**src/rtl/assert_macros.svh**
```systemverilog
// assertion helpers used by the rtl
`ifndef ASSERT_MACROS_SVH
`define ASSERT_MACROS_SVH

`ifndef ASSERT_OFF

// ante true at an edge implies cons at the same edge
`define ASSERT_IMPLY(lbl, clk, rstn, ante, cons, msg) \
	lbl: assert property (@(posedge clk) disable iff (!rstn) (ante) |-> (cons)) \
		else $error(msg);

// ante true at an edge implies cons at the next edge
`define ASSERT_NEXT(lbl, clk, rstn, ante, cons, msg) \
	lbl: assert property (@(posedge clk) disable iff (!rstn) (ante) |=> (cons)) \
		else $error(msg);

`else

`define ASSERT_IMPLY(lbl, clk, rstn, ante, cons, msg)

`define ASSERT_NEXT(lbl, clk, rstn, ante, cons, msg)

`endif

`endif

```
**src/rtl/prcc_pkg.sv**
```systemverilog
package prcc_pkg;

	// input form codes; other codes are invalid
	typedef enum logic [1:0] {
		FORM_RECT  = 2'd0,
		FORM_POLAR = 2'd1
	} form_t;

	// sideband that rides along with each beat
	typedef struct packed {
		logic zero;
		logic err;
		logic mode;
	} side_t;

	// 1/K of the cordic in q0.24
	localparam logic [23:0] INV_GAIN = 24'd10188013;

	// fraction bits added below the coordinates inside the cordic
	localparam int GUARD_BITS = 8;

	// internal angle widths, 2^31 = 180 degrees
	localparam int RZ_WIDTH = 33;
	localparam int VZ_WIDTH = 34;

	// atan(2^-i) as binary angle, 2^32 = full turn
	localparam logic [31:0] ATAN_TAB [32] = '{
		32'd536870912, 32'd316933406, 32'd167458907, 32'd85004756,
		32'd42667331, 32'd21354465, 32'd10679838, 32'd5340245,
		32'd2670163, 32'd1335086, 32'd667544, 32'd333772,
		32'd166886, 32'd83443, 32'd41721, 32'd20860,
		32'd10430, 32'd5215, 32'd2607, 32'd1303,
		32'd651, 32'd325, 32'd162, 32'd81,
		32'd40, 32'd20, 32'd10, 32'd5,
		32'd2, 32'd1, 32'd0, 32'd0
	};

endpackage

```
**src/rtl/prcc_cordic_stage.sv**
```systemverilog
module prcc_cordic_stage #(
	parameter int XW = 26,
	parameter int ZW = 33,
	parameter int CW = 32,
	parameter int IDX = 0,
	parameter bit VECT = 1'b0
) (
	input  logic                 clk,
	input  logic                 arst_n,
	input  logic                 en,
	input  logic                 in_valid,
	input  logic signed [XW-1:0] in_x,
	input  logic signed [XW-1:0] in_y,
	input  logic signed [ZW-1:0] in_z,
	input  prcc_pkg::side_t      in_side,
	input  logic [CW-1:0]        in_carry,
	output logic                 out_valid,
	output logic signed [XW-1:0] out_x,
	output logic signed [XW-1:0] out_y,
	output logic signed [ZW-1:0] out_z,
	output prcc_pkg::side_t      out_side,
	output logic [CW-1:0]        out_carry
);

	logic signed [ZW-1:0] at;
	logic signed [XW-1:0] dx;
	logic signed [XW-1:0] dy;
	logic                 ccw;

	logic                 valid_s1;
	logic signed [XW-1:0] x_s1;
	logic signed [XW-1:0] y_s1;
	logic signed [ZW-1:0] z_s1;
	prcc_pkg::side_t      side_s1;
	logic [CW-1:0]        carry_s1;

	assign at = ZW'(prcc_pkg::ATAN_TAB[IDX]);
	assign dx = in_y >>> IDX;
	assign dy = in_x >>> IDX;
	// rotation steers on the residual angle, vectoring on the sign of y
	assign ccw = VECT ? in_y[XW-1] : ~in_z[ZW-1];

	always_ff @(posedge clk or negedge arst_n) begin
		if (!arst_n) begin
			valid_s1 <= 1'b0;
		end else if (en) begin
			valid_s1 <= in_valid;
		end
	end

	always_ff @(posedge clk) begin
		if (en) begin
			if (ccw) begin
				x_s1 <= in_x - dx;
				y_s1 <= in_y + dy;
				z_s1 <= in_z - at;
			end else begin
				x_s1 <= in_x + dx;
				y_s1 <= in_y - dy;
				z_s1 <= in_z + at;
			end
			side_s1  <= in_side;
			carry_s1 <= in_carry;
		end
	end

	assign out_valid = valid_s1;
	assign out_x     = x_s1;
	assign out_y     = y_s1;
	assign out_z     = z_s1;
	assign out_side  = side_s1;
	assign out_carry = carry_s1;

endmodule

```
**config.mk**
```make
export PLATFORM = sky130hd
export DESIGN_NAME = prcc_cordic_stage
export DESIGN_NICKNAME = d
export VERILOG_FILES = /design/src/rtl/assert_macros.svh /design/src/rtl/prcc_pkg.sv /design/src/rtl/prcc_cordic_stage.sv
export SDC_FILE = /design/constraint.sdc
export NUM_CORES = 1
export LEC_CHECK = 0
export BUFFER_PORTS_ARGS = -buffer_cell sky130_fd_sc_hd__clkbuf_2
export CAP_MARGIN = 20
export CORE_MARGIN = 2
export CORE_UTILIZATION = 35
export CTS_CLUSTER_DIAMETER = 100
export DETAILED_ROUTE_END_ITERATION = 8
export SLEW_MARGIN = 20
export SYNTH_ARGS = -nofsm -noshare
export SYNTH_HDL_FRONTEND = slang
export SYNTH_SLANG_ARGS = --single-unit
```
**constraint.sdc**
```tcl
create_clock -name clk -period 1 [get_ports clk]
set_input_delay 0.2 -clock clk [delete_from_list [all_inputs] [get_ports clk]]
set_output_delay 0.2 -clock clk [all_outputs]
set_load 0.02 [all_outputs]
```
==> impl_metrics.env <==
export IMPL_status="finished, violations left"
export IMPL_violations="negative setup slack"
export IMPL_route_vias_total=8514
export IMPL_synthCells=787
export IMPL_max_cap_violations=0
export IMPL_synth_top_family_by_area="compound AO/OA/AOI/OAI gates"
export IMPL_crit_fanout=3
export IMPL_synthFlopType="edfxtp_1"
export IMPL_critical_path_endpoint="out_y[24]"
export IMPL_io_pins=245
export IMPL_clock_sinks=120
export IMPL_grt_pass1_wl_mm=45.46
export IMPL_antenna_found_initial=0
export IMPL_detail_route_iter0_violations=506
export IMPL_place_hpwl_mm=23.21
export IMPL_remaining_drc_errors=0
export IMPL_synth_xor_area_share_pct=5.258
export IMPL_synthAdderAreaFrac_pct=12.78
export IMPL_gp_congestion=0.9525
export IMPL_synth_mux_area_fraction_pct=1.487
export IMPL_synth_top_area_share_pct=43.78
export IMPL_p_total_mw=20.88
export IMPL_multi_input_area_sq_mm=0.005288
export IMPL_timing_final_crit_share_pct=219.8
export IMPL_core_rowCount=55
export IMPL_synth_seq_area_share_pct=44.08
export IMPL_cp_arrival_ns=2.36
export IMPL_min_period_ns=2.198
export IMPL_ir_worst_vdd_v=0.0007989
export IMPL_synthTopCellsByCount="119 x edfxtp_1, 82 x a21oi_1, 77 x ha_1, 74 x inv_1, 45 x nor2_1"
export IMPL_synth_area_sq_mm=0.008163
export IMPL_cts_tree="done"
export IMPL_initial_core_util_pct=35.84
export IMPL_yosysMostFrequentCell="edfxtp_1"
export IMPL_fin_ws_ns=-1.198
export IMPL_rsz0062_at_grt="true"
export IMPL_critPathKind="primary input to flip-flop"
export IMPL_grtUsageTotal_pct=23.90
export IMPL_seq_area_sq_mm=0.003598
export IMPL_first_pass_iters=5
export IMPL_die_w_um=156.7
export IMPL_pre_cts_ws_ns=-1.723
export IMPL_portBuffers=244
export IMPL_antenna_diode_count=0
export IMPL_p_leak_nw=6.761
export IMPL_hold_violations=0
export IMPL_cts_root_buf="clkbuf_16"
export IMPL_yosys_area_share_simple_pct=11.07
export IMPL_synth_edf_count=119
export IMPL_core_area_sq_mm=0.02278
export IMPL_synth_top_cells_by_area="edfxtp_1 44%, ha_1 12%, a21oi_1 5.0%"
export IMPL_async_flop_share_pct=0.8333
export IMPL_htree_levels=4
export IMPL_r2r_start="out_valid"
export IMPL_final_max_slew_viol_count=0
export IMPL_slew_headroom_pct=63.15
export IMPL_whs_ns=0.02734
export IMPL_clk_path_buf_depth=2
export IMPL_drtAntennaViolNets=0
export IMPL_grt_pass1_vias=8405
export IMPL_clkLatencyLatePin_ns=0.40
export IMPL_worst_pin_slew_ns=0.5469
export IMPL_setup_viol=171
export IMPL_drive_gt1_share_pct=56.42
export IMPL_num_fill_cells=1677
export IMPL_yosys_warnings=0
export IMPL_instances_no_fill=1715
export IMPL_synth_compound_area_share_pct=19.33
export IMPL_dp_cells=1582
export IMPL_chipHeight_um=156.7
export IMPL_fin_skew_ns=0
export IMPL_synth_cell_types=76
export IMPL_viasPerCell=4.964
export IMPL_grt_ovfl_total=0
export IMPL_grt_max_degree=29
export IMPL_syn_num_nets=992
export IMPL_syn2layout_area_growth_pct=89.53
export IMPL_final_util_pct=67.92
export IMPL_clock_fmax_mhz=455.0
export IMPL_start_kind="primary input"
export IMPL_hold_class="primary input to flip-flop"
export IMPL_power_density_mw_per_mm2=1350
export IMPL_layout_nets=1594
export IMPL_synth_top_cell_by_area="edfxtp_1"
export IMPL_ys_ff_latch=120
export IMPL_worstSetupEndpointType="flip-flop"
export IMPL_wire_per_inst_um=18.42
export IMPL_critical_path_startpoint="in_x[0]"
export IMPL_critPathRequiredTime_ns=1.16
export IMPL_drt_total_wl_mm=31.59
export IMPL_r2r_slack_ns=0.22
export IMPL_die_area_sq_mm=0.02456
export IMPL_reg2reg_to="out_valid"
export IMPL_cts_buffers=17
export IMPL_rr_worst_depth=1
export IMPL_cts_clk_slew_worst_paths_ns=0.06
export IMPL_avgSynthCellArea_sq_um=10.37
==> how the worst min path moves through the flow <==
| stage | start | to | cells after the start | slack (ns) |
|---|---|---|---|---|
| 4_1_cts | in_carry[12] | out_carry[12] | 1 | 0.003 |
| 2_1_floorplan | arst_n | out_valid | 0 | -0.1 |
| 3_3_place_gp | arst_n | out_valid | 1 | -0.01 |
| 3_5_place_dp | arst_n | out_valid | 1 | -0.01 |
| 5_1_grt | in_carry[16] | out_carry[16] | 1 | -0.00008 |
| 6_report | in_carry[16] | out_carry[16] | 1 | 0.03 |
==> placed cells by master, fill, tap and decap left out, drive strengths merged, types with 43 or more instances in the layout <==
cell type and instances:
edfxtp 119, inv 82, ha 77, xnor2 43, buf 427, nor2 46, o21ai 57, clkbuf 145
dlygate4sd3 64, a21oi 88
==> cell type report <==
type,instances,share of cell area [%]
clock inverters,15,0.9220
multi-input cells,553,34.18
clock buffers,17,2.750
inverters,78,2.240
well taps,313,2.531
flip-flops and latches,120,23.26
repair buffers,619,34.12
==> stage by stage <==
step / area [sq um] / setup TNS, ns
floorplan: 8542 / -45.51
global placement: 12050 / -66.40
detailed placement: 12050 / -68.11
CTS: 14270 / -59.68
global route: 15470 / -67.64
finish: 15470 / -60.44
==> logic make-up (layout without fill, tap and decap cells) <==
family,after synthesis,after routing
XOR/XNOR,49,49
adder cells (fa/ha/maj),81,81
AO/OA/AOI/OAI,241,241
flip-flops,120,120
buffers and inverters,114,729
AND/OR/NAND/NOR,170,170
multiplexers,12,12
==> per-layer routing <==
layer / vias up / GRT usage [%] / routed length, um / part of all wire [%]
li1: 4071 / - / - / -
met3: 39 / 3.185 / 2113 / 6.7
met4: 0 / 6.073 / 542 / 1.7
met2: 354 / 41.40 / 15620 / 49
met1: 4050 / 31.46 / 13320 / 42
met5: - / 0 / 0 / 0
==> report_power, final <==
group | internal (mW) | switching [mW]
sequential | 6.31 | 0.290
clock | 3.47 | 2.41
combinational | 4.19 | 4.21
total | 14.0 | 6.91
==> worst max-delay path, stage by stage <==
cell and delay, ns:
clkbuf_16 0.13, buf_4 0.13, buf_6 0.11, ha_4 0.15, fa_2 0.37, nor2b_4 0.16, o2111ai_2 0.15, nand4_1 0.15
a21o_1 0.18, a21oi_4 0.10, o2111a_1 0.27, o2bb2ai_2 0.17, xnor2_1 0.08
==> timing repair <==
action                                 CTS  global route
endpoints found under the hold margin   62             2
pin swaps                               96            84
cloned                                   0             1
hold buffers                            62             2
setup buffers                           35            26
gates resized for setup                186           400
setup endpoints to repair              173           171
==> registers in the layout, summed over array words and instances (netlist names) <==
name and cells:
out_z 33, out_carry 32, out_y 26, out_x 25, out_side 3, out_valid 1
Note: power is estimated with default switching activity, not from simulation.
