==> src/rtl/assert_macros.svh <==
// assertion helpers used by the rtl
`ifndef ASSERT_MACROS_SVH
`define ASSERT_MACROS_SVH

`ifndef ASSERT_OFF

// ante true at an edge implies cons at the same edge
`define ASSERT_IMPLY(lbl, clk, rstn, ante, cons, msg) \
	lbl: assert property (@(posedge clk) disable iff (!rstn) (ante) |-> (cons)) \
		else $error(msg);

// ante true at an edge implies cons at the next edge
`define ASSERT_NEXT(lbl, clk, rstn, ante, cons, msg) \
	lbl: assert property (@(posedge clk) disable iff (!rstn) (ante) |=> (cons)) \
		else $error(msg);

`else

`define ASSERT_IMPLY(lbl, clk, rstn, ante, cons, msg)

`define ASSERT_NEXT(lbl, clk, rstn, ante, cons, msg)

`endif

`endif

==> src/rtl/prcc_pkg.sv <==
package prcc_pkg;

	// input form codes; other codes are invalid
	typedef enum logic [1:0] {
		FORM_RECT  = 2'd0,
		FORM_POLAR = 2'd1
	} form_t;

	// sideband that rides along with each beat
	typedef struct packed {
		logic zero;
		logic err;
		logic mode;
	} side_t;

	// 1/K of the cordic in q0.24
	localparam logic [23:0] INV_GAIN = 24'd10188013;

	// fraction bits added below the coordinates inside the cordic
	localparam int GUARD_BITS = 8;

	// internal angle widths, 2^31 = 180 degrees
	localparam int RZ_WIDTH = 33;
	localparam int VZ_WIDTH = 34;

	// atan(2^-i) as binary angle, 2^32 = full turn
	localparam logic [31:0] ATAN_TAB [32] = '{
		32'd536870912, 32'd316933406, 32'd167458907, 32'd85004756,
		32'd42667331, 32'd21354465, 32'd10679838, 32'd5340245,
		32'd2670163, 32'd1335086, 32'd667544, 32'd333772,
		32'd166886, 32'd83443, 32'd41721, 32'd20860,
		32'd10430, 32'd5215, 32'd2607, 32'd1303,
		32'd651, 32'd325, 32'd162, 32'd81,
		32'd40, 32'd20, 32'd10, 32'd5,
		32'd2, 32'd1, 32'd0, 32'd0
	};

endpackage

==> src/rtl/prcc_mag_scale.sv <==
module prcc_mag_scale #(
	parameter int W = 16
) (
	input  logic                                clk,
	input  logic                                arst_n,
	input  logic                                en,
	input  logic                                in_valid,
	input  logic signed [W+10:0]                in_x,
	input  logic signed [prcc_pkg::VZ_WIDTH-1:0] in_z,
	input  prcc_pkg::side_t                     in_side,
	input  logic [2*W-1:0]                      in_carry,
	output logic                                out_valid,
	output logic [W-1:0]                        out_x,
	output logic [W-1:0]                        out_y,
	output logic [W-1:0]                        out_mag,
	output logic [W-1:0]                        out_ang,
	output prcc_pkg::side_t                     out_side
);

	localparam int XW  = W + 11;
	localparam int ZW  = prcc_pkg::VZ_WIDTH;
	localparam int HW  = XW - 17;
	localparam int PH  = HW + 24;
	localparam int PL  = 40;
	localparam int SW  = W + 35;
	localparam int HSH = (W < 32) ? 31 - W : 0;
	localparam logic signed [ZW-1:0] ANG_RND = (W < 32) ? (ZW'(1) << HSH) : '0;
	localparam logic [SW-1:0] MAG_RND = SW'(64'd2147483648);

	logic [XW-2:0]        xc;
	logic signed [ZW-1:0] za;
	logic [SW-1:0]        sum;
	logic [W+2:0]         mag_full;

	logic                 valid_s1;
	logic [PL-1:0]        pl_s1;
	logic [PH-1:0]        ph_s1;
	logic [W-1:0]         ang_s1;
	prcc_pkg::side_t      side_s1;
	logic [2*W-1:0]       carry_s1;

	logic                 valid_s2;
	logic [W-1:0]         x_s2;
	logic [W-1:0]         y_s2;
	logic [W-1:0]         mag_s2;
	logic [W-1:0]         ang_s2;
	prcc_pkg::side_t      side_s2;

	// negative length cannot come out of the loop, clamp anyway
	assign xc = in_x[XW-1] ? '0 : in_x[XW-2:0];
	assign za = in_z + ANG_RND;

	// two partial products against 1/K, joined next stage
	always_ff @(posedge clk or negedge arst_n) begin
		if (!arst_n) begin
			valid_s1 <= 1'b0;
			valid_s2 <= 1'b0;
		end else if (en) begin
			valid_s1 <= in_valid;
			valid_s2 <= valid_s1;
		end
	end

	always_ff @(posedge clk) begin
		if (en) begin
			pl_s1    <= PL'(xc[15:0]) * PL'(prcc_pkg::INV_GAIN);
			ph_s1    <= PH'(xc[XW-2:16]) * PH'(prcc_pkg::INV_GAIN);
			ang_s1   <= za[32-W +: W];
			side_s1  <= in_side;
			carry_s1 <= in_carry;
		end
	end

	assign sum      = (SW'(ph_s1) << 16) + SW'(pl_s1) + MAG_RND;
	assign mag_full = sum[SW-1:32];

	always_ff @(posedge clk) begin
		if (en) begin
			x_s2    <= carry_s1[W-1:0];
			y_s2    <= carry_s1[2*W-1:W];
			side_s2 <= side_s1;
			if (side_s1.zero) begin
				mag_s2 <= '0;
				ang_s2 <= '0;
			end else begin
				mag_s2 <= (|mag_full[W+2:W]) ? '1 : mag_full[W-1:0];
				ang_s2 <= ang_s1;
			end
		end
	end

	assign out_valid = valid_s2;
	assign out_x     = x_s2;
	assign out_y     = y_s2;
	assign out_mag   = mag_s2;
	assign out_ang   = ang_s2;
	assign out_side  = side_s2;

endmodule
==> config.mk <==
export PLATFORM = sky130hd
export DESIGN_NAME = prcc_mag_scale
export DESIGN_NICKNAME = d
export VERILOG_FILES = /design/src/rtl/assert_macros.svh /design/src/rtl/prcc_pkg.sv /design/src/rtl/prcc_mag_scale.sv
export SDC_FILE = /design/constraint.sdc
export NUM_CORES = 1
export LEC_CHECK = 0
export BUFFER_PORTS_ARGS = -buffer_cell sky130_fd_sc_hd__buf_4
export CAP_MARGIN = 20
export CORE_ASPECT_RATIO = 0.5
export CORE_MARGIN = 8
export CORE_UTILIZATION = 40
export DETAILED_ROUTE_END_ITERATION = 6
export GPL_TIMING_DRIVEN = 1
export SLEW_MARGIN = 20
export SYNTH_ARGS = -nofsm -noshare
export SYNTH_HDL_FRONTEND = slang
export SYNTH_SLANG_ARGS = --single-unit
==> constraint.sdc <==
create_clock -name clk -period 3.8 [get_ports clk]
set_input_delay 0 -clock clk [delete_from_list [all_inputs] [get_ports clk]]
set_output_delay 0 -clock clk [all_outputs]
set_load 0.01 [all_outputs]
==> run summary, run 1 <==
startpoint types -> input pin
fin cells -> 2,730
Worst-Margin Slew -> 0.780 ns
worst slack, placed -> -2.41 ns
Post-Place Cells -> 2,610
Layout area overhead -> 35.7%
CTS tree -> built
DRC violations left -> 0
Reg power frac -> 0.174
sequential element share of the synthesized area -> 0.294
setup tns final -> -55.17 ns
Leakage Power -> 12.2 nW
Worst Setup Path Type -> in2reg
Syn Inst Count -> 1,577
Mapped Area -> 18,100 sq um
worst setup margin -> -1.65 ns
maximum capacitance violations -> 0
Initial Util -> 0.403
Clock Tree Root -> clkbuf_16
H-Tree Level Count -> 4
initial antenna violation count -> 0
Clock Skew -> 0.00898 ns
number of distinct library cells after synthesis -> 70
Cell Area, Placed -> 22,400 sq um
Detailed Routing Iterations Pass 1 -> 5
Max stage delay on crit path -> 0.55 ns
Peak VDD IR -> 0.622 mV
io pins -> 168
Clock power frac -> 0.094
Clock Sinks -> 178
CP Cell Sequence -> buf_16, nand2b_4, inv_6, fa_1, inv_1, fa_1, fa_1, inv_1, fa_1, fa_1, inv_2, fa_1, inv_2, ha_4, a2111oi_4, o21ai_1, a31oi_1, o31a_1, o22ai_4, o21ai_4, o22ai_2, or4_1, and3_1
die height -> 166 um
Final Hold Viols -> 0
Final setup viols -> 49
Inserted Diodes -> 0
register bit total from synthesis -> 178
power per cell area -> 727 nW/um^2
vias in the first global route -> 13,900
post-detailed-route count of antenna-violating nets -> 0
fin util -> 0.547
CP startpoint -> in_x[26]
routed vias/inst -> 4.68
Max Fclk -> 184 MHz
FF-to-FF End -> out_mag[4]$_SDFFCE_PP0P_
Reg clk slew, reported paths -> 0.06 ns
Wirelength per Cell -> 16.2 um
outcome -> finished with violations
Die Span X -> 317 um
num rows -> 55
Synth warnings -> 0
crit path max-delay cell type -> fa_1
Layout Nets -> 2,719
worst path required time -> 3.98 ns
Worst Min Path Start -> en
Power Total -> 17.9 mW
Mapped Nets -> 2,177
fin area -> 24,600 sq um
Core Footprint -> 44,900 sq um
TritonCTS Buffers -> 17
sw frac -> 0.416
gr usage total -> 0.169
worst skew pair latency -> 0.43 ns
critical path data arrival time -> 5.63 ns
global-route wire length before repair -> 71.7 mm
pin count of the biggest net entering global routing -> 84
P_sw -> 7.43 mW
Hold Path Class -> in2reg
RSZ-0062 raised after global routing -> yes
CP max FO -> 4
FF-to-FF path depth -> 12
most frequent CP cell -> fa_1
combinational share of power -> 0.732
number of DRC markers in iteration 0 -> 518
layout cell share with drive strength beyond 1 -> 0.312
total number of vias -> 12,800
Worst slew margin -> 0.480
port bufs -> 150
worst hold slack -> 0.101 ns
post-DP HPWL -> 36.6 mm
Worst Setup End Kind -> flop
gpl congestion -> 0.927
Fillers -> 3,854
Final Max Slew Viols -> 0
Reg2Reg Launch Point -> pl_s1[21]$_DFFE_PP_
failing checks -> negative setup slack
asr flop ratio synth -> 0.0112
average size of a mapped cell -> 11.5 sq um
largest delay contributor family on the critical path -> adder cells
minimum clock period -> 5.45 ns
number of synthesized flops with an enable pin -> 176
CTS max path bufs -> 2
hold path depth -> 1
Int Pwr -> 10.4 mW
die area -> 52,800 sq um
global route overflow -> 0
Buf/Inv on CP -> 6
Worst R2R Setup Slack -> 0.29 ns
worst hold endpoint -> out_mag[4]$_SDFFCE_PP0P_
final wirelength -> 44.2 mm
fin crit share -> 1.43
Synth Flop Type -> edfxtp_1
[layer usage]
layer,vias to the layer above,part of all wire,global-route usage
met4,0,0.016,0.0416
met5,-,0,0
met1,6221,0.46,0.227
met2,173,0.49,0.292
met3,44,0.028,0.0179
li1,6337,-,-
[layout by cell type (no fill, tap or decap), drive strengths merged, types with 7 or more instances in the layout]
cell type / netlist / final
a21oi: 72 / 72
xor2: 32 / 32
ha: 273 / 273
or2: 11 / 11
inv: 342 / 348
clkbuf: 9 / 19
nand2: 42 / 42
and2: 7 / 7
nand2b: 25 / 25
nand3: 18 / 18
o21ai: 30 / 30
dlygate4sd3: 0 / 63
buf: 3 / 472
fa: 227 / 227
nor2b: 43 / 43
a21o: 42 / 42
xnor2: 54 / 54
nor3: 9 / 9
o21bai: 7 / 7
nor2: 48 / 48
edfxtp: 176 / 176
nand4: 13 / 13
o21a: 9 / 9
and3: 14 / 14
[how the worst max path moves through the flow]
stage,end,cells past startpoint
final,pl_s1[39]$_DFFE_PP_,23
after global routing,pl_s1[39]$_DFFE_PP_,24
after CTS,pl_s1[39]$_DFFE_PP_,22
after detailed placement,pl_s1[39]$_DFFE_PP_,23
after global placement,pl_s1[39]$_DFFE_PP_,23
after floorplan,pl_s1[39]$_DFFE_PP_,24
[timing repair]
item | in CTS | in global routing
pin swaps | 69 | 48
setup buffers | 10 | 13
cloned | 2 | 0
hold buffers | 63 | 0
gates resized for setup | 102 | 53
hold endpoints to repair | 54 | 0
setup endpoints to repair | 50 | 50
[registers in the layout, indices dropped and copies added, names as in the netlist, 3 cells and up]
register / flops
out_x: 16
out_ang: 16
carry_s1: 32
out_mag: 16
side_s1: 3
pl_s1: 24
ph_s1: 34
out_side: 3
out_y: 16
ang_s1: 16
[power by group through the flow]
stage	logic, mW	registers [mW]	clock network, mW
3_3_place_gp	11.4	3.15	0
2_1_floorplan	7.36	3.13	0
5_1_grt	14.7	3.15	1.79
4_1_cts	12.6	3.12	1.74
6_report	13.1	3.11	1.67
3_5_place_dp	11.6	3.16	0
[cells by family after synthesis]
logic type,Yosys count,share of synthesized area
AOI/OAI and AO/OA,213,0.0785
and+or+nand+nor,243,0.0708
muxes,3,0.00180
DFF,178,0.294
xor gates and xnor gates,86,0.0416
buffers and inverters,354,0.0735
adders and majority gates,500,0.439
[final cells by class]
cell class              instances  area [sq um]  share of cell area
clock buffers                  19           443              0.0180
well taps                     598           748              0.0304
flip-flops and latches        178          5340               0.217
multi-input cells            1045         12300               0.501
inverters                     342          1290              0.0525
repair buffers                535          4340               0.176
clock inverters                13           120             0.00489
[worst register-to-register path, stage by stage, from the launching register on]
cell and delay [ns]:
edfxtp_1 0.38, ha_1 0.31, ha_1 0.31, a21oi_1 0.21, o2111ai_1 0.13, a2111o_1 0.48, o2111a_1 0.31, o21ai_1 0.27
o21ai_2 0.17, nand4_1 0.22, o21a_1 0.16, buf_4 0.19, a21oi_1 0.10
[synth_stat cells (6+ instances only)]
master | instances | area [sq um]
inv_1 | 342 | 1280
ha_1 | 273 | 3420
fa_1 | 227 | 4540
edfxtp_1 | 176 | 5290
a21oi_1 | 71 | 355
xnor2_1 | 54 | 473
nor2_1 | 48 | 180
nor2b_1 | 43 | 269
a21o_1 | 42 | 315
nand2_1 | 42 | 158
xor2_1 | 32 | 280
nand2b_1 | 25 | 156
o21ai_0 | 24 | 120
nand3_1 | 18 | 90.1
and3_1 | 14 | 87.6
nand4_1 | 13 | 81.3
or2_2 | 10 | 62.6
clkbuf_1 | 9 | 33.8
nor3_1 | 9 | 45.0
o21a_1 | 9 | 67.6
and2_1 | 7 | 43.8
a31oi_1 | 6 | 37.5
o21bai_1 | 6 | 45.0
(Power assumes the default switching activity.)
==> inputs of run 2 (changes only) <==
- CORE_UTILIZATION: 40 -> 30
- SETUP_SLACK_MARGIN: default -> 0.05
- SLEW_MARGIN: 20 -> default
==> run 2 against run 1 <==
Compared with the run above:
- the flow still finishes with violations (negative setup slack)
- clock-buffer cell count fell by 2
- final cell count rose by 8.1%
- power fell by 2.6%
- non-clock buffer count rose by 5
- sequential share of layout area fell by 0.23 points
- critical path type unchanged
- largest power group unchanged
==> run summary, run 2 (synthesis results as in run 1) <==
fin crit share -> 1.45 (was 1.43)
minimum clock period -> 5.50 ns (was 5.45 ns)
final wirelength -> 45.6 mm (was 44.2 mm)
startpoint types -> input pin (unchanged)
DRC violations left -> 0 (unchanged)
Hold Path Class -> in2reg (unchanged)
Peak VDD IR -> 0.519 mV (was 0.622 mV)
Worst Setup Path Type -> in2reg (unchanged)
Worst Min Path Start -> in_x[17] (was en)
outcome -> finished with violations (unchanged)
Max Fclk -> 182 MHz (was 184 MHz)
num rows -> 63 (was 55)
gr usage total -> 0.134 (was 0.169)
number of DRC markers in iteration 0 -> 517 (was 518)
Worst-Margin Slew -> 1.08 ns (was 0.780 ns)
Reg2Reg Launch Point -> pl_s1[21]$_DFFE_PP_ (unchanged)
worst skew pair latency -> 0.45 ns (was 0.43 ns)
fin area -> 24,800 sq um (was 24,600 sq um)
maximum capacitance violations -> 0 (unchanged)
critical path data arrival time -> 5.71 ns (was 5.63 ns)
Layout area overhead -> 37.1% (was 35.7%)
pin count of the biggest net entering global routing -> 116 (was 84)
TritonCTS Buffers -> 17 (unchanged)
worst slack, placed -> -2.37 ns (was -2.41 ns)
port bufs -> 150 (unchanged)
die area -> 69,000 sq um (was 52,800 sq um)
commonest non-fill, non-tap cells in the layout -> 459 x buf_4, 321 x inv_1, 248 x ha_1 (was 450 x buf_4, 322 x inv_1, 247 x ha_1)
Worst Setup End Kind -> flop (unchanged)
Core Footprint -> 59,400 sq um (was 44,900 sq um)
largest registers -> ph_s1 x34, carry_s1 x32, pl_s1 x24 (unchanged)
Final setup viols -> 48 (was 49)
gpl congestion -> 0.923 (was 0.927)
vias in the first global route -> 14,000 (was 13,900)
power per cell area -> 700 nW/um^2 (was 727 nW/um^2)
RSZ-0062 raised after global routing -> yes (unchanged)
io pins -> 168 (unchanged)
CP max FO -> 5 (was 4)
CP startpoint -> in_x[26] (unchanged)
global route overflow -> 0 (unchanged)
worst setup margin -> -1.70 ns (was -1.65 ns)
Largest register FFs -> 34 (unchanged)
total number of vias -> 12,900 (was 12,800)
Clock Tree Root -> clkbuf_16 (unchanged)
Worst slew margin -> 0.281 (was 0.480)
layout cell share with drive strength beyond 1 -> 0.315 (was 0.312)
failing checks -> negative setup slack (unchanged)
Clock Sinks -> 178 (unchanged)
Leakage Power -> 12.2 nW (about the same)
CTS max path bufs -> 2 (unchanged)
Clock Skew -> 0.0128 ns (was 0.00898 ns)
hold path depth -> 5 (was 1)
post-DP HPWL -> 38.2 mm (was 36.6 mm)
worst path required time -> 4.00 ns (was 3.98 ns)
fin cells -> 2,950 (was 2,730)
Final Max Slew Viols -> 0 (unchanged)
initial antenna violation count -> 1 (was 0)
H-Tree Level Count -> 4 (unchanged)
most common cell after layout, fill and taps aside -> buf_4 (unchanged)
Initial Util -> 0.305 (was 0.403)
global-route wire length before repair -> 73.9 mm (was 71.7 mm)
Detailed Routing Iterations Pass 1 -> 4 (was 5)
Largest Register -> ph_s1 (unchanged)
post-detailed-route count of antenna-violating nets -> 0 (unchanged)
Cell Area, Placed -> 22,700 sq um (was 22,400 sq um)
Reg clk slew, reported paths -> 0.07 ns (was 0.06 ns)
FF-to-FF path depth -> 12 (unchanged)
routed vias/inst -> 4.36 (was 4.68)
Die Span X -> 364 um (was 317 um)
Post-Place Cells -> 2,828 (was 2,610)
die height -> 190 um (was 166 um)
Wirelength per Cell -> 15.4 um (was 16.2 um)
CTS tree -> built (unchanged)
Final Hold Viols -> 0 (unchanged)
Layout Nets -> 2,724 (was 2,719)
## run 2: changes by cell type in the layout (fill, tap and decap cells not counted), sizes merged
cell / change
diode: +1
clkinvlp: +2
dlygate4sd3: -2
buf: +7
clkbuf: -2
## run 2: repair_timing
action	CTS	global route
gates cloned	2	0
resized for setup	111	50
endpoints found under the hold margin	54	0
pin swaps	63	45
hold buffers	61	0
setup endpoints to repair	50	49
buffers inserted	16	12
## run 2: area by class of cell
type	count	area [sq um]
antenna	1	2.50
clock buffer	17	425
clock inverter	15	124
fill	5728	34600
inverter	342	1300
multi-input combinational	1045	12300
sequential	178	5340
tap	812	1020
timing repair buffer	540	4350
## run 2: critical path: stages
cell,delay (ns)
buf_12,0.09
nand2b_4,0.12
inv_2,0.04
fa_1,0.56
inv_1,0.06
fa_1,0.46
fa_1,0.51
inv_2,0.04
fa_2,0.45
fa_1,0.55
inv_1,0.05
fa_1,0.52
inv_2,0.05
ha_4,0.22
a2111oi_4,0.32
o21ai_1,0.10
a31oi_1,0.17
o31a_1,0.28
o22ai_4,0.12
o21ai_4,0.19
o22ai_2,0.12
or4_1,0.51
and3_4,0.16
## run 2: final timing paths
| kind | to | slack, ns |
|---|---|---|
| max in group asynchronous | valid_s1$_DFFE_PN0P_ | 3.27 |
| min | ph_s1[1]$_DFFE_PP_ | 0.07 |
| min in group asynchronous | out_valid$_DFFE_PN0P_ | 0.42 |
| min reg2reg | out_x[8]$_DFFE_PP_ | 0.41 |
| max | pl_s1[39]$_DFFE_PP_ | -1.70 |
| max reg2reg | out_mag[11]$_SDFFCE_PP0P_ | 0.49 |
## run 2: power by group
group	switching [mW]	internal (mW)	leakage, nW	total [mW]
Clock	0.806	0.853	0.263	1.66
Sequential	0.146	2.96	1.75	3.10
Combinational	6.29	6.35	10.2	12.6
## run 2: stage by stage
step | hold slack, ns | util | TNS, ns | power (mW)
after global routing | 0.0742 | 0.418 | -60.31 | 19.2
after detailed placement | -0.213 | 0.381 | -87.78 | 14.6
after floorplan | -0.296 | - | -60.71 | 10.5
final | 0.0732 | 0.418 | -53.96 | 17.4
after CTS | 0.0470 | 0.413 | -50.13 | 17.1
after global placement | -0.215 | 0.381 | -85.93 | 14.5
## run 2: routing by layer
layer,global-route usage,part of all wire,wire [um],vias to the layer above
li1,-,-,-,6344
met1,0.172,0.45,20400,6335
met2,0.237,0.50,22700,152
met3,0.0226,0.038,1720,42
met4,0.0298,0.017,761,0
met5,0,0,0,-
==> inputs of run 3 (changes only) <==
- GPL_TIMING_DRIVEN: 1 -> 0
==> run 3 against run 2 <==
Compared with the run above:
- design area fell by 9.0%
- critical endpoint unchanged
- clock-buffer cell count stayed put
- the run still ends with negative setup slack left
- setup slack worse by 0.56 ns
- global-route usage decreased by 0.71 points
- non-clock buffer count decreased by 263
- hold slack lost 0.014 ns
- utilization down 3.7 points
- sequential power is essentially flat
==> run summary, run 3 (synthesis results as in run 1) <==
outcome -> finished with violations (unchanged)
failing checks -> negative setup slack (unchanged)
worst hold endpoint -> ang_s1[4]$_DFFE_PP_ (was ph_s1[1]$_DFFE_PP_)
DRC violations left -> 0 (unchanged)
routed vias/inst -> 4.44 (was 4.36)
Layout Nets -> 2,461 (was 2,724)
Core Footprint -> 59,400 sq um (unchanged)
most frequent CP cell -> fa_1 (unchanged)
Hold Path Class -> in2reg (unchanged)
Cell Area, Placed -> 20,500 sq um (was 22,700 sq um)
final wirelength -> 43.1 mm (was 45.6 mm)
Clock Skew -> 0.0225 ns (was 0.0128 ns)
Largest Register -> ph_s1 (unchanged)
Buf/Inv on CP -> 7 (was 6)
Worst slew margin -> 0.381 (was 0.281)
Max stage delay on crit path -> 0.58 ns (was 0.56 ns)
Peak VDD IR -> 0.459 mV (was 0.519 mV)
post-DP HPWL -> 35.9 mm (was 38.2 mm)
largest registers -> ph_s1 x34, carry_s1 x32, pl_s1 x24 (unchanged)
Wirelength per Cell -> 16.0 um (was 15.4 um)
global route overflow -> 0 (unchanged)
Initial Util -> 0.305 (unchanged)
startpoint types -> input pin (unchanged)
power per cell area -> 688 nW/um^2 (was 700 nW/um^2)
vias in the first global route -> 12,700 (was 14,000)
hold path depth -> 1 (was 5)
gr usage total -> 0.127 (was 0.134)
total number of vias -> 11,900 (was 12,900)
Clock Sinks -> 178 (unchanged)
fin util -> 0.381 (was 0.418)
Inserted Diodes -> 0 (was 1)
layout cell share with drive strength beyond 1 -> 0.193 (was 0.315)
pin count of the biggest net entering global routing -> 96 (was 116)
setup tns final -> -68.41 ns (was -53.96 ns)
CTS max path bufs -> 2 (unchanged)
fin crit share -> 1.59 (was 1.45)
Worst Setup Path Type -> in2reg (unchanged)
Fillers -> 5,786 (was 5,728)
worst path required time -> 4.00 ns (about the same)
post-detailed-route count of antenna-violating nets -> 0 (unchanged)
Leakage Power -> 10.9 nW (was 12.2 nW)
fin area -> 22,600 sq um (was 24,800 sq um)
Largest register FFs -> 34 (unchanged)
FF-to-FF path depth -> 12 (unchanged)
CP Cell Sequence -> buf_8, clkbuf_16, buf_8, nor2b_4, inv_1, fa_2, fa_1, fa_1, fa_1, inv_1, fa_1, inv_1, fa_1, inv_1, ha_1, a2111oi_4, o21ai_1, a31oi_1, o31a_1, o22ai_4, o21ai_4, o22ai_4, or4_1, and3_1 (was buf_12, nand2b_4, inv_2, fa_1, inv_1, fa_1, fa_1, inv_2, fa_2, fa_1, inv_1, fa_1, inv_2, ha_4, a2111oi_4, o21ai_1, a31oi_1, o31a_1, o22ai_4, o21ai_4, o22ai_2, or4_1, and3_4)
Worst-Margin Slew -> 0.926 ns (was 1.08 ns)
critical path data arrival time -> 6.25 ns (was 5.71 ns)
global-route wire length before repair -> 69.0 mm (was 73.9 mm)
Worst Setup End Kind -> flop (unchanged)
most common cell after layout, fill and taps aside -> inv_1 (was buf_4)
crit path max-delay cell type -> fa_2 (was fa_1)
Clock Tree Root -> clkbuf_16 (unchanged)
Final Max Slew Viols -> 0 (unchanged)
area of the multi-input gates -> 12,000 sq um (was 12,300 sq um)
worst skew pair latency -> 0.46 ns (was 0.45 ns)
flip-flop and latch area -> 5340 sq um (unchanged)
CP max FO -> 10 (was 5)
CTS tree -> built (unchanged)
port bufs -> 149 (was 150)
die height -> 190 um (unchanged)
minimum clock period -> 6.06 ns (was 5.50 ns)
worst hold slack -> 0.0590 ns (was 0.0732 ns)
FF-to-FF End -> out_mag[11]$_SDFFCE_PP0P_ (unchanged)
Detailed Routing Iterations Pass 1 -> 5 (was 4)
CP startpoint -> in_x[26] (unchanged)
num rows -> 63 (unchanged)
Final Hold Viols -> 0 (unchanged)
H-Tree Level Count -> 4 (unchanged)
Final setup viols -> 48 (unchanged)
io pins -> 168 (unchanged)
Max Fclk -> 165 MHz (was 182 MHz)
initial antenna violation count -> 0 (was 1)
Reg clk slew, reported paths -> 0.08 ns (was 0.07 ns)
commonest non-fill, non-tap cells in the layout -> 327 x inv_1, 252 x ha_1, 225 x fa_1 (was 459 x buf_4, 321 x inv_1, 248 x ha_1)
TritonCTS Buffers -> 17 (unchanged)
die area -> 69,000 sq um (unchanged)
Worst R2R Setup Slack -> 0.27 ns (was 0.49 ns)
number of DRC markers in iteration 0 -> 605 (was 517)
largest delay contributor family on the critical path -> adder cells (unchanged)
gpl congestion -> 0.899 (was 0.923)
Layout area overhead -> 24.9% (was 37.1%)
worst setup margin -> -2.26 ns (was -1.70 ns)
Worst Min Path Start -> en (was in_x[17])
Die Span X -> 364 um (unchanged)
maximum capacitance violations -> 0 (unchanged)
Reg2Reg Launch Point -> pl_s1[21]$_DFFE_PP_ (unchanged)
RSZ-0062 raised after global routing -> yes (unchanged)
-- run 3: cell count changes in the layout (fill, tap and decap cells not counted), sizes merged --
| cell | previous run | this run |
|---|---|---|
| clkbuf | 17 | 26 |
| clkinvlp | 3 | 1 |
| dlygate4sd3 | 61 | 65 |
| clkinv | 6 | 5 |
| buf | 479 | 203 |
| diode | 1 | 0 |
| inv | 348 | 350 |
| bufinv | 0 | 1 |
-- run 3: worst max-delay path by stage --
stage	cells past startpoint	slack, ns	endpoint
finish	24	-2.26	pl_s1[39]$_DFFE_PP_
detailed placement	24	-3.43	pl_s1[39]$_DFFE_PP_
global placement	24	-3.32	pl_s1[39]$_DFFE_PP_
floorplan	24	-2.07	pl_s1[39]$_DFFE_PP_
CTS	24	-2.24	pl_s1[39]$_DFFE_PP_
global route	25	-2.39	pl_s1[39]$_DFFE_PP_
-- run 3: repair_timing --
action | CTS | global route
resized for setup | 72 | 43
buffers inserted | 35 | 15
pin swaps | 28 | 26
endpoints found under the hold margin | 55 | 0
hold buffers | 65 | 0
setup endpoints to repair | 50 | 59
-- run 3: where the power goes --
part | internal, mW | switching, mW
combinational | 4.83 | 5.86
clock | 0.935 | 0.835
sequential | 2.95 | 0.145
total | 8.72 | 6.84
-- run 3: metrics by stage --
stage	setup WS, ns	std cells	total power, mW
3_3_place_gp	-3.32	2538	12.7
6_report	-2.26	2686	15.6
5_1_grt	-2.39	2686	17.2
2_1_floorplan	-2.07	1577	10.5
4_1_cts	-2.24	2671	15.1
3_5_place_dp	-3.43	2539	12.8
-- run 3: area by class of cell --
class / instances / share of cell area
clock buffers: 17 / 0.0188
plain buffers: 12 / 0.00492
clock inverters: 15 / 0.00730
well taps: 812 / 0.0449
repair buffers: 265 / 0.0980
inverters: 342 / 0.0581
flip-flops and latches: 178 / 0.236
multi-input cells: 1045 / 0.532
-- run 3: worst register-to-register path, delay by kind of cell (launching register included) --
kind	cells	cell delay (ns)
AOI/OAI and AO/OA	8	1.83
adders and majority gates	2	0.62
buffers and inverters	1	0.22
DFF	1	0.37
and+or+nand+nor	1	0.22
-- run 3: layer usage --
layer	global-route usage	up-vias	share of wire
met1	0.164	5863	0.45
met2	0.219	181	0.49
met5	0	-	0
li1	-	5833	-
met4	0.0392	0	0.025
met3	0.0199	46	0.035
